===== src/mzf_pkg.sv =====
// Shared types, constants and codes for the multi-zone fade ramp.
package mzf_pkg;

  localparam int LEVEL_BITS = 8;
  localparam int ZONES_DEF  = 6;
  localparam int ZONE_W     = 3;
  localparam int TIME_W     = 16;
  localparam int DIV_W      = 18;
  localparam int DCNT_W     = 5;
  localparam int IN_DATA_W  = 40;
  localparam int OUT_DATA_W = 16;
  localparam int CFG_ADDR_W = 1;
  localparam int CFG_DATA_W = 16;

  localparam logic [TIME_W-1:0] TICK_DIV_RST = 16'd5000;
  localparam logic              DISP_EN_RST  = 1'b1;

  localparam logic signed [1:0] STEP_NONE = 2'sb00;
  localparam logic signed [1:0] STEP_UP   = 2'sb01;
  localparam logic signed [1:0] STEP_DOWN = 2'sb11;

  typedef enum logic [CFG_ADDR_W-1:0] {
    REG_TICK_DIV = 1'b0,
    REG_DISP_EN  = 1'b1
  } cfg_reg_t;

  typedef enum logic {
    FUNC_START = 1'b0,
    FUNC_TICK  = 1'b1
  } func_t;

  typedef enum logic [2:0] {
    ST_IDLE,
    ST_EVAL,
    ST_DIV1,
    ST_DIV2,
    ST_DONE
  } state_t;

  typedef struct packed {
    func_t                 func;
    logic [ZONE_W-1:0]     zone;
    logic [LEVEL_BITS-1:0] target;
    logic [TIME_W-1:0]     fade_time;
    logic [LEVEL_BITS-1:0] threshold;
    logic                  bypass;
  } item_t;

  typedef struct packed {
    logic                  need_div;
    logic [LEVEL_BITS-1:0] cnt;
    logic [LEVEL_BITS-1:0] level;
    logic signed [1:0]     step;
    logic                  show;
    logic                  active;
    logic                  all_done;
  } eval_t;

  typedef struct packed {
    logic              start;
    logic [TIME_W-1:0] num;
    logic [TIME_W-1:0] den;
  } div_req_t;

endpackage


===== src/mzf_div.sv =====
// Bit-serial restoring divider computing round-half-up num/den.
module mzf_div (
  input  logic                           clk,
  input  logic                           rst_n,
  input  mzf_pkg::div_req_t              req,
  output logic                           done,
  output logic [mzf_pkg::TIME_W-1:0]     quot
);

  localparam int DW = mzf_pkg::DIV_W;
  localparam int CW = mzf_pkg::DCNT_W;

  logic [DW-1:0] n_r, n_nxt;
  logic [DW-1:0] d_r, d_nxt;
  logic [DW-2:0] rem_r, rem_nxt;
  logic [CW-1:0] cnt_r, cnt_nxt;
  logic          busy_r, busy_nxt;
  logic          done_r, done_nxt;
  logic [DW-1:0] rem_sh;
  logic [DW-1:0] rem_df;
  logic          ge;

  always_comb begin
    rem_sh   = {rem_r, n_r[DW-1]};
    ge       = rem_sh >= d_r;
    rem_df   = rem_sh - d_r;
    n_nxt    = n_r;
    d_nxt    = d_r;
    rem_nxt  = rem_r;
    cnt_nxt  = cnt_r;
    busy_nxt = busy_r;
    done_nxt = 1'b0;
    if (req.start) begin
      // dividend 2*num + den, divisor 2*den
      n_nxt    = {1'b0, req.num, 1'b0} + {2'b00, req.den};
      d_nxt    = {1'b0, req.den, 1'b0};
      rem_nxt  = '0;
      cnt_nxt  = '0;
      busy_nxt = 1'b1;
    end else if (busy_r) begin
      n_nxt   = {n_r[DW-2:0], ge};
      rem_nxt = ge ? rem_df[DW-2:0] : rem_sh[DW-2:0];
      cnt_nxt = cnt_r + 1'b1;
      if (cnt_r == CW'(DW-1)) begin
        busy_nxt = 1'b0;
        done_nxt = 1'b1;
      end
    end
  end

  always_ff @(posedge clk) begin
    if (!rst_n) begin
      busy_r <= 1'b0;
      done_r <= 1'b0;
      cnt_r  <= '0;
    end else begin
      busy_r <= busy_nxt;
      done_r <= done_nxt;
      cnt_r  <= cnt_nxt;
    end
  end

  always_ff @(posedge clk) begin
    n_r   <= n_nxt;
    d_r   <= d_nxt;
    rem_r <= rem_nxt;
  end

  assign done = done_r;
  assign quot = n_r[mzf_pkg::TIME_W-1:0];

endmodule


===== src/mzf_zone_bank.sv =====
// Per-zone fade state, start evaluation and tick stepping.
module mzf_zone_bank #(
  parameter int ZONES = mzf_pkg::ZONES_DEF
) (
  input  logic                        clk,
  input  logic                        rst_n,
  input  mzf_pkg::item_t              item,
  input  logic                        disp_en,
  input  logic                        commit,
  input  logic [mzf_pkg::TIME_W-1:0]  tps_in,
  output mzf_pkg::eval_t              ev
);

  localparam int ZW = (ZONES > 1) ? $clog2(ZONES) : 1;
  localparam int LB = mzf_pkg::LEVEL_BITS;
  localparam int TW = mzf_pkg::TIME_W;
  localparam logic [LB-1:0] LVL_MAX = '1;

  logic [LB-1:0]    level_r [ZONES];
  logic             up_r    [ZONES];
  logic [LB-1:0]    total_r [ZONES];
  logic [LB-1:0]    done_r  [ZONES];
  logic [TW-1:0]    tps_r   [ZONES];
  logic [TW-1:0]    tc_r    [ZONES];
  logic [ZONES-1:0] act_r;

  logic              in_rng;
  logic [ZW-1:0]     sel;
  logic [LB-1:0]     cur;
  logic              is_start;
  logic              up;
  logic [LB-1:0]     diff;
  logic              rule;
  logic signed [LB:0] cnt9;
  logic              cnt_pos;
  logic              chg;
  logic              tick_run;
  logic [TW-1:0]     tc_inc;
  logic              hit;
  logic [LB-1:0]     lvl_nxt;
  logic signed [1:0] step;
  logic              act_new;
  logic [TW-1:0]     tc_nxt;
  logic [LB-1:0]     dn_nxt;
  logic              show;
  logic [ZONES-1:0]  act_vec;

  always_comb begin
    in_rng   = 32'(item.zone) < ZONES;
    sel      = in_rng ? ZW'(item.zone) : '0;
    cur      = level_r[sel];
    is_start = item.func == mzf_pkg::FUNC_START;
    up       = item.target > cur;
    diff     = up ? item.target - cur : cur - item.target;
    rule     = item.bypass && (up ? (cur <= item.threshold) : (item.target <= item.threshold));
    cnt9     = $signed({1'b0, diff}) - $signed({1'b0, rule ? item.threshold : {LB{1'b0}}});
    cnt_pos  = !cnt9[LB] && (cnt9 != '0);
    chg      = is_start && (item.target != cur);
    tick_run = !is_start && act_r[sel];
    tc_inc   = tc_r[sel] + 1'b1;
    hit      = tc_inc >= tps_r[sel];

    lvl_nxt = cur;
    step    = mzf_pkg::STEP_NONE;
    act_new = act_r[sel];
    tc_nxt  = tc_inc;
    dn_nxt  = done_r[sel];
    show    = 1'b0;

    if (chg) begin
      act_new = cnt_pos;
      show    = up && rule && (cur == '0) && disp_en;
    end
    if (tick_run) begin
      if (hit) begin
        tc_nxt = '0;
        dn_nxt = done_r[sel] + 1'b1;
        if (up_r[sel]) begin
          if (cur != LVL_MAX) begin
            lvl_nxt = cur + 1'b1;
            step    = mzf_pkg::STEP_UP;
          end
        end else if (cur != '0) begin
          lvl_nxt = cur - 1'b1;
          step    = mzf_pkg::STEP_DOWN;
        end
      end
      act_new = !(dn_nxt >= total_r[sel]);
    end

    act_vec = act_r;
    if (in_rng) begin
      act_vec[sel] = act_new;
    end

    ev.need_div = in_rng && chg && cnt_pos;
    ev.cnt      = cnt9[LB-1:0];
    ev.level    = in_rng ? lvl_nxt : '0;
    ev.step     = in_rng ? step : mzf_pkg::STEP_NONE;
    ev.show     = in_rng && show;
    ev.active   = in_rng && act_new;
    ev.all_done = ~|act_vec;
  end

  always_ff @(posedge clk) begin
    if (!rst_n) begin
      act_r <= '0;
      for (int z = 0; z < ZONES; z++) begin
        level_r[z] <= '0;
      end
    end else if (commit && in_rng) begin
      act_r[sel]   <= act_new;
      level_r[sel] <= lvl_nxt;
    end
  end

  always_ff @(posedge clk) begin
    if (commit && in_rng) begin
      if (chg && cnt_pos) begin
        up_r[sel]    <= up;
        total_r[sel] <= cnt9[LB-1:0];
        tps_r[sel]   <= tps_in;
        tc_r[sel]    <= '0;
        done_r[sel]  <= '0;
      end else if (tick_run) begin
        tc_r[sel]   <= tc_nxt;
        done_r[sel] <= dn_nxt;
      end
    end
  end

endmodule


===== src/multi_zone_fade_ramp_core.sv =====
// Multi-zone fade ramp top level: stream ports, sequencer, config and output word.
// Path: a start that begins a fade goes from accept through EVAL, DIV1 and DIV2 (two
// passes of the bit-serial divider) and DONE to out_tvalid; all other words skip DIV1/DIV2.
// Throughput: one word at a time; next word is accepted the cycle after the result
// is loaded, even while that result waits on out_tready.
// Reset (rst_n low, sync): zones idle at level 0, divisor 5000, display on, no output.
module multi_zone_fade_ramp_core #(
  parameter int ZONES = mzf_pkg::ZONES_DEF
) (
  input  logic                             clk,
  input  logic                             rst_n,
  input  logic                             in_tvalid,
  output logic                             in_tready,
  // zone, target_level, fade_time, threshold, bypass_below_threshold
  input  logic [mzf_pkg::IN_DATA_W-1:0]    in_tdata,
  // func
  input  logic                             in_tuser,
  output logic                             out_tvalid,
  input  logic                             out_tready,
  // out_zone, level, step, show_threshold, fade_active, all_done
  output logic [mzf_pkg::OUT_DATA_W-1:0]   out_tdata,
  input  logic                             cfg_we,
  input  logic [mzf_pkg::CFG_ADDR_W-1:0]   cfg_addr,
  input  logic [mzf_pkg::CFG_DATA_W-1:0]   cfg_wdata
);

  localparam int TW = mzf_pkg::TIME_W;

  mzf_pkg::state_t   state_r, state_nxt;
  mzf_pkg::item_t    item_r, item_in;
  mzf_pkg::eval_t    ev;
  mzf_pkg::div_req_t div_req;
  logic [TW-1:0]     tdiv_r;
  logic              disp_r;
  logic [TW-1:0]     den2;
  logic              div_done;
  logic [TW-1:0]     div_q;
  logic              in_acc;
  logic              out_free;
  logic              commit;
  logic              out_valid_r;
  logic [mzf_pkg::OUT_DATA_W-1:0] out_data_r;

  assign in_acc   = in_tvalid && in_tready;
  assign out_free = !out_valid_r || out_tready;
  assign den2     = (tdiv_r == '0) ? TW'(1) : tdiv_r;

  always_comb begin
    item_in.func      = mzf_pkg::func_t'(in_tuser);
    item_in.zone      = in_tdata[2:0];
    item_in.target    = in_tdata[10:3];
    item_in.fade_time = in_tdata[26:11];
    item_in.threshold = in_tdata[34:27];
    item_in.bypass    = in_tdata[35];
  end

  always_ff @(posedge clk) begin
    if (in_acc) begin
      item_r <= item_in;
    end
  end

  always_ff @(posedge clk) begin
    if (!rst_n) begin
      tdiv_r <= mzf_pkg::TICK_DIV_RST;
      disp_r <= mzf_pkg::DISP_EN_RST;
    end else if (cfg_we) begin
      unique case (mzf_pkg::cfg_reg_t'(cfg_addr))
        mzf_pkg::REG_TICK_DIV: tdiv_r <= cfg_wdata;
        mzf_pkg::REG_DISP_EN:  disp_r <= cfg_wdata[0];
        default: ;
      endcase
    end
  end

  always_comb begin
    state_nxt = state_r;
    unique case (state_r)
      mzf_pkg::ST_IDLE: if (in_acc) state_nxt = mzf_pkg::ST_EVAL;
      mzf_pkg::ST_EVAL: state_nxt = ev.need_div ? mzf_pkg::ST_DIV1 : mzf_pkg::ST_DONE;
      mzf_pkg::ST_DIV1: if (div_done) state_nxt = mzf_pkg::ST_DIV2;
      mzf_pkg::ST_DIV2: if (div_done) state_nxt = mzf_pkg::ST_DONE;
      mzf_pkg::ST_DONE: if (out_free) state_nxt = mzf_pkg::ST_IDLE;
      default: state_nxt = mzf_pkg::ST_IDLE;
    endcase
  end

  always_comb begin
    in_tready     = 1'b0;
    commit        = 1'b0;
    div_req.start = 1'b0;
    div_req.num   = item_r.fade_time;
    div_req.den   = TW'(ev.cnt);
    unique case (state_r)
      mzf_pkg::ST_IDLE: in_tready = 1'b1;
      mzf_pkg::ST_EVAL: div_req.start = ev.need_div;
      mzf_pkg::ST_DIV1: begin
        div_req.start = div_done;
        div_req.num   = div_q;
        div_req.den   = den2;
      end
      mzf_pkg::ST_DIV2: ;
      mzf_pkg::ST_DONE: commit = out_free;
      default: ;
    endcase
  end

  always_ff @(posedge clk) begin
    if (!rst_n) begin
      state_r     <= mzf_pkg::ST_IDLE;
      out_valid_r <= 1'b0;
    end else begin
      state_r <= state_nxt;
      if (commit) begin
        out_valid_r <= 1'b1;
      end else if (out_tready) begin
        out_valid_r <= 1'b0;
      end
    end
  end

  always_ff @(posedge clk) begin
    if (commit) begin
      out_data_r <= {ev.all_done, ev.active, ev.show, ev.step, ev.level, item_r.zone};
    end
  end

  assign out_tvalid = out_valid_r;
  assign out_tdata  = out_data_r;

  mzf_div u_div (
    .clk   (clk),
    .rst_n (rst_n),
    .req   (div_req),
    .done  (div_done),
    .quot  (div_q)
  );

  mzf_zone_bank #(
    .ZONES (ZONES)
  ) u_bank (
    .clk     (clk),
    .rst_n   (rst_n),
    .item    (item_r),
    .disp_en (disp_r),
    .commit  (commit),
    .tps_in  (div_q),
    .ev      (ev)
  );

endmodule

===== config.mk =====
export PLATFORM = sky130hd
export DESIGN_NAME = multi_zone_fade_ramp_core
export DESIGN_NICKNAME = d
export VERILOG_FILES = /design/src/mzf_pkg.sv /design/src/mzf_div.sv /design/src/mzf_zone_bank.sv /design/src/multi_zone_fade_ramp_core.sv
export SDC_FILE = /design/constraint.sdc
export NUM_CORES = 1
export LEC_CHECK = 0
export ABC_AREA = 1
export CORE_MARGIN = 5
export CORE_UTILIZATION = 50
export CTS_BUF_LIST = sky130_fd_sc_hd__clkbuf_4 sky130_fd_sc_hd__clkbuf_8
export CTS_CLUSTER_SIZE = 24
export DETAILED_ROUTE_END_ITERATION = 12
export DONT_BUFFER_PORTS = 1
export HOLD_SLACK_MARGIN = 0.05
export SLEW_MARGIN = 10
export SYNTH_ARGS = -nofsm -noshare
export SYNTH_HDL_FRONTEND = slang
export SYNTH_SLANG_ARGS = --single-unit

===== constraint.sdc =====
create_clock -name clk -period 7.8 [get_ports clk]
set_input_delay 1.56 -clock clk [delete_from_list [all_inputs] [get_ports clk]]
set_output_delay 1.56 -clock clk [all_outputs]
set_load 0.05 [all_outputs]

==> metrics.yaml <==
synthesis:
  synth_warnings: 0
  synthCells: 2435
  synthMuxAreaShare: 0.00122
  synth.largest_area_cell: "edfxtp_1"
  synth_edf_count: 445
  syn_area_um2: 24600
  synth_ff_type: "edfxtp_1"
  synth_top_cell_area_share: 0.544
  synth_top_family_by_area: "simple AND/OR/NAND/NOR gates"
  synthXorXnorAreaFrac: 0.0163
  synth-compound-area-share: 0.0917
  async_reset_ff_frac: 0
  synth_fa_ha_area_frac: 0.0560
  synth.avg_cell_area_um2: 10.1
  ys_ff_latch: 496
  yosys.cell_types.count: 65
  yosys-top-cells-area: "edfxtp_1 (54%), nand2_1 (8.2%), ha_1 (5.2%)"
  ys_seq_area_frac: 0.585
  syn_nets: 2605
  yosys.area_share.simple: 0.190
status:
  status: "finished clean"
placed_design:
  place.gp.congestion: 0.912
  post-place-cells: 3068
  dpl.hpwl_mm: 42.6
  port_buffers: 0
  preCtsSetupSlack_ns: 0.416
critical_path:
  critPathMaxStageDelay_ns: 0.45
  critPathKind: "reg2reg"
  r2r_setup_slack_ns: 0.61
  start_kind: "register"
  worstPathMaxFanout: 28
  path_common_cell: "nand2_1"
  required_ns: 8.20
  reg2reg_depth: 37
  r2r-start: "item_r[35]$_DFFE_PP_"
  cp_data_arrival_time_ns: 7.59
  end_kind: "register"
  r2r_end: "out_tdata[15]$_DFFE_PP_"
  slowest_stage: "buf_4"
worst_hold_path:
  min_delay_worst_endpoint: "tdiv_r[15]$_SDFFE_PN0P_"
  hold_path.class: "reg2reg"
  min_from: "tdiv_r[15]$_SDFFE_PN0P_"
  min_path_cells: 2
global_route:
  grt_overflow_total: 0
  grt_max_degree: 61
  grt_pass1_vias: 17700
  antenna_found_initial: 1
  grt_util_met2: 0.387
  grt_pass1_wl_mm: 98.4
  grt_use_met3: 0.0374
  grtUsageTotal: 0.234
  grt_use_met1: 0.319
  grt_busiest_layer: "met2"
power_and_ir_drop:
  seqPwrFrac: 0.316
  max-vdd-ir-drop_uv: 476
  power.internal_mw: 7.03
  p_clk_frac: 0.196
  p_leak_nw: 11.2
  p_switching_mw: 5.54
  power.total_mw: 12.6
  p_per_area_nw_per_um2: 461
  pwr-share-comb: 0.488
  p_sw_frac: 0.441
detailed_routing:
  drt-vias-per-instance: 5.44
  wl_mm: 63.0
  drt_iter0_markers: 1315
  ant_nets: 0
  routedWlPerCell_um: 19.5
  drc: 0
  vias: 17600
  firstDrtPassIters: 6
floorplanning:
  rows: 81
  start_util: 0.504
  die_w_um: 232
  num_io_pins: 81
  die_area_um2: 53700
  die_h_um: 232
  coreArea_um2: 48700
sta:
  hold-worst-slack_ns: 0.475
  final.period_utilization: 0.922
  maxSlewHeadroom: 0.270
  finalCriticalPeriod_ns: 7.19
  clock_skew_ns: 0.0348
  fmax_mhz: 139
  setup_ws_ns: 0.607
  finalSetupTns_ns: 0
  drv_slew: 0
  worst_pin_slew_ns: 1.09
  setup_violations: 0
  hold_viol_final: 0
clock_tree:
  clk-insertion-delay-late_ns: 0.67
  cts_buffers: 83
  cts.clk_slew.worst_paths_ns: 0.06
  root_buffer: "clkbuf_8"
  cts_tree: "yes"
  clock_path_buffers: 3
  htreeDepth: 3
  clock_sinks: 496
  postCtsHoldBufs: 0
finish:
  drive_gt1_frac: 0.130
  fillers: 4313
  final_nets: 2663
  synthToLayoutAreaGrowth_pct: 11.0
  layout.cells.non_filler: 3228
flow_run:
  max-cap-violations: 0
-- placed cells by master, fill, tap and decap left out, types with 16 or more instances in the layout --
cell type	n
nor2_1	240
inv_1	244
xor2_1	33
a221oi_1	24
a22oi_1	18
clkbuf_4	26
or2_2	26
a31oi_1	17
buf_4	46
clkinv_1	21
nand2_1	533
inv_2	16
edfxtp_1	445
nand3_1	126
ha_1	99
nand2_2	27
o21ai_0	130
nand4_1	22
a21oi_1	107
dfxtp_1	51
nor2_2	29
clkbuf_8	90
-- layout make-up --
| type | instances | area (um2) | share of cell area |
|---|---|---|---|
| multi-input cells | 1594 | 8810 | 0.323 |
| clock buffers | 116 | 1430 | 0.0526 |
| diodes | 1 | 2.50 | 0.0000917 |
| clock inverters | 39 | 359 | 0.0132 |
| well taps | 664 | 831 | 0.0305 |
| flip-flops and latches | 496 | 14400 | 0.527 |
| inverters | 267 | 1010 | 0.0372 |
| repair buffers | 51 | 445 | 0.0163 |
-- power by group through the flow --
stage / Combinational, mW / Sequential, mW / Clock [mW]
finish: 6.13 / 3.97 / 2.47
global route: 6.91 / 4.01 / 2.65
CTS: 6.05 / 3.97 / 2.53
detailed placement: 6.02 / 4.02 / 0
global placement: 5.92 / 4.01 / 0
floorplan: 4.42 / 3.92 / 0
-- stage by stage --
stage	instance area, um2	utilization
2_1_floorplan	24600	-
3_3_place_gp	25400	0.522
3_5_place_dp	25400	0.522
4_1_cts	27200	0.558
5_1_grt	27300	0.560
6_report	27300	0.560
-- logic make-up after synthesis --
| logic type | after synthesis |
|---|---|
| compound gates | 375 |
| xor+xnor | 45 |
| fa+ha+maj | 107 |
| buf+inv | 347 |
| flops | 496 |
| mux | 3 |
| simple gates | 1062 |
-- cell usage after synthesis, drive strengths merged (24+ instances only) --
master,n
nand2,564
edfxtp,445
nor2,277
inv,263
o21ai,142
nand3,138
a21oi,108
ha,102
dfxtp,51
buf,43
clkbuf,37
xor2,33
or2,27
a221oi,24
-- sequential cells by signal (all words and copies together), names as in the netlist --
| register | cells |
|---|---|
| disp_r | 1 |
| item_r | 37 |
| out_tdata | 16 |
| out_tvalid | 1 |
| state_r | 3 |
| tdiv_r | 16 |
| u_bank.act_r | 6 |
| u_bank.done_r | 48 |
| u_bank.level_r | 64 |
| u_bank.tc_r | 96 |
| u_bank.total_r | 48 |
| u_bank.tps_r | 96 |
| u_bank.up_r | 6 |
| u_div.busy_r | 1 |
| u_div.cnt_r | 5 |
| u_div.d_r | 16 |
| u_div.done | 1 |
| u_div.n_r | 18 |
| u_div.rem_r | 17 |
-- critical path, delay by kind of cell (launching register included) --
kind	cells	cell delay [ns]
adders and majority gates	4	1.19
buffers and inverters	8	1.32
AOI/OAI and AO/OA	4	0.68
DFF	1	0.43
and+or+nand+nor	20	3.10
xor gates and xnor gates	1	0.18
-- worst max-delay path by stage --
| stage | from | depth (start not counted) | end |
|---|---|---|---|
| after floorplan | item_r[34]$_DFFE_PP_ | 35 | u_bank.done_r[0][0]$_DFFE_PP_ |
| after global placement | item_r[34]$_DFFE_PP_ | 41 | u_div.n_r[17]$_DFFE_PP_ |
| after detailed placement | item_r[35]$_DFFE_PP_ | 42 | u_div.n_r[17]$_DFFE_PP_ |
| after CTS | item_r[35]$_DFFE_PP_ | 42 | u_div.n_r[17]$_DFFE_PP_ |
| after global routing | item_r[35]$_DFFE_PP_ | 41 | u_div.n_r[17]$_DFFE_PP_ |
| final | item_r[35]$_DFFE_PP_ | 37 | out_tdata[15]$_DFFE_PP_ |
-- layer usage --
layer	up-vias	wire, um
li1	8507	-
met1	8454	28100
met2	491	29900
met3	99	3670
met4	0	1460
met5	-	0
-- repair_timing --
action                     in CTS  in global routing
gates resized for setup         0                  9
setup endpoints to repair       0                  4
buffers inserted                0                  2
Note: power is estimated with default switching activity, not from simulation.
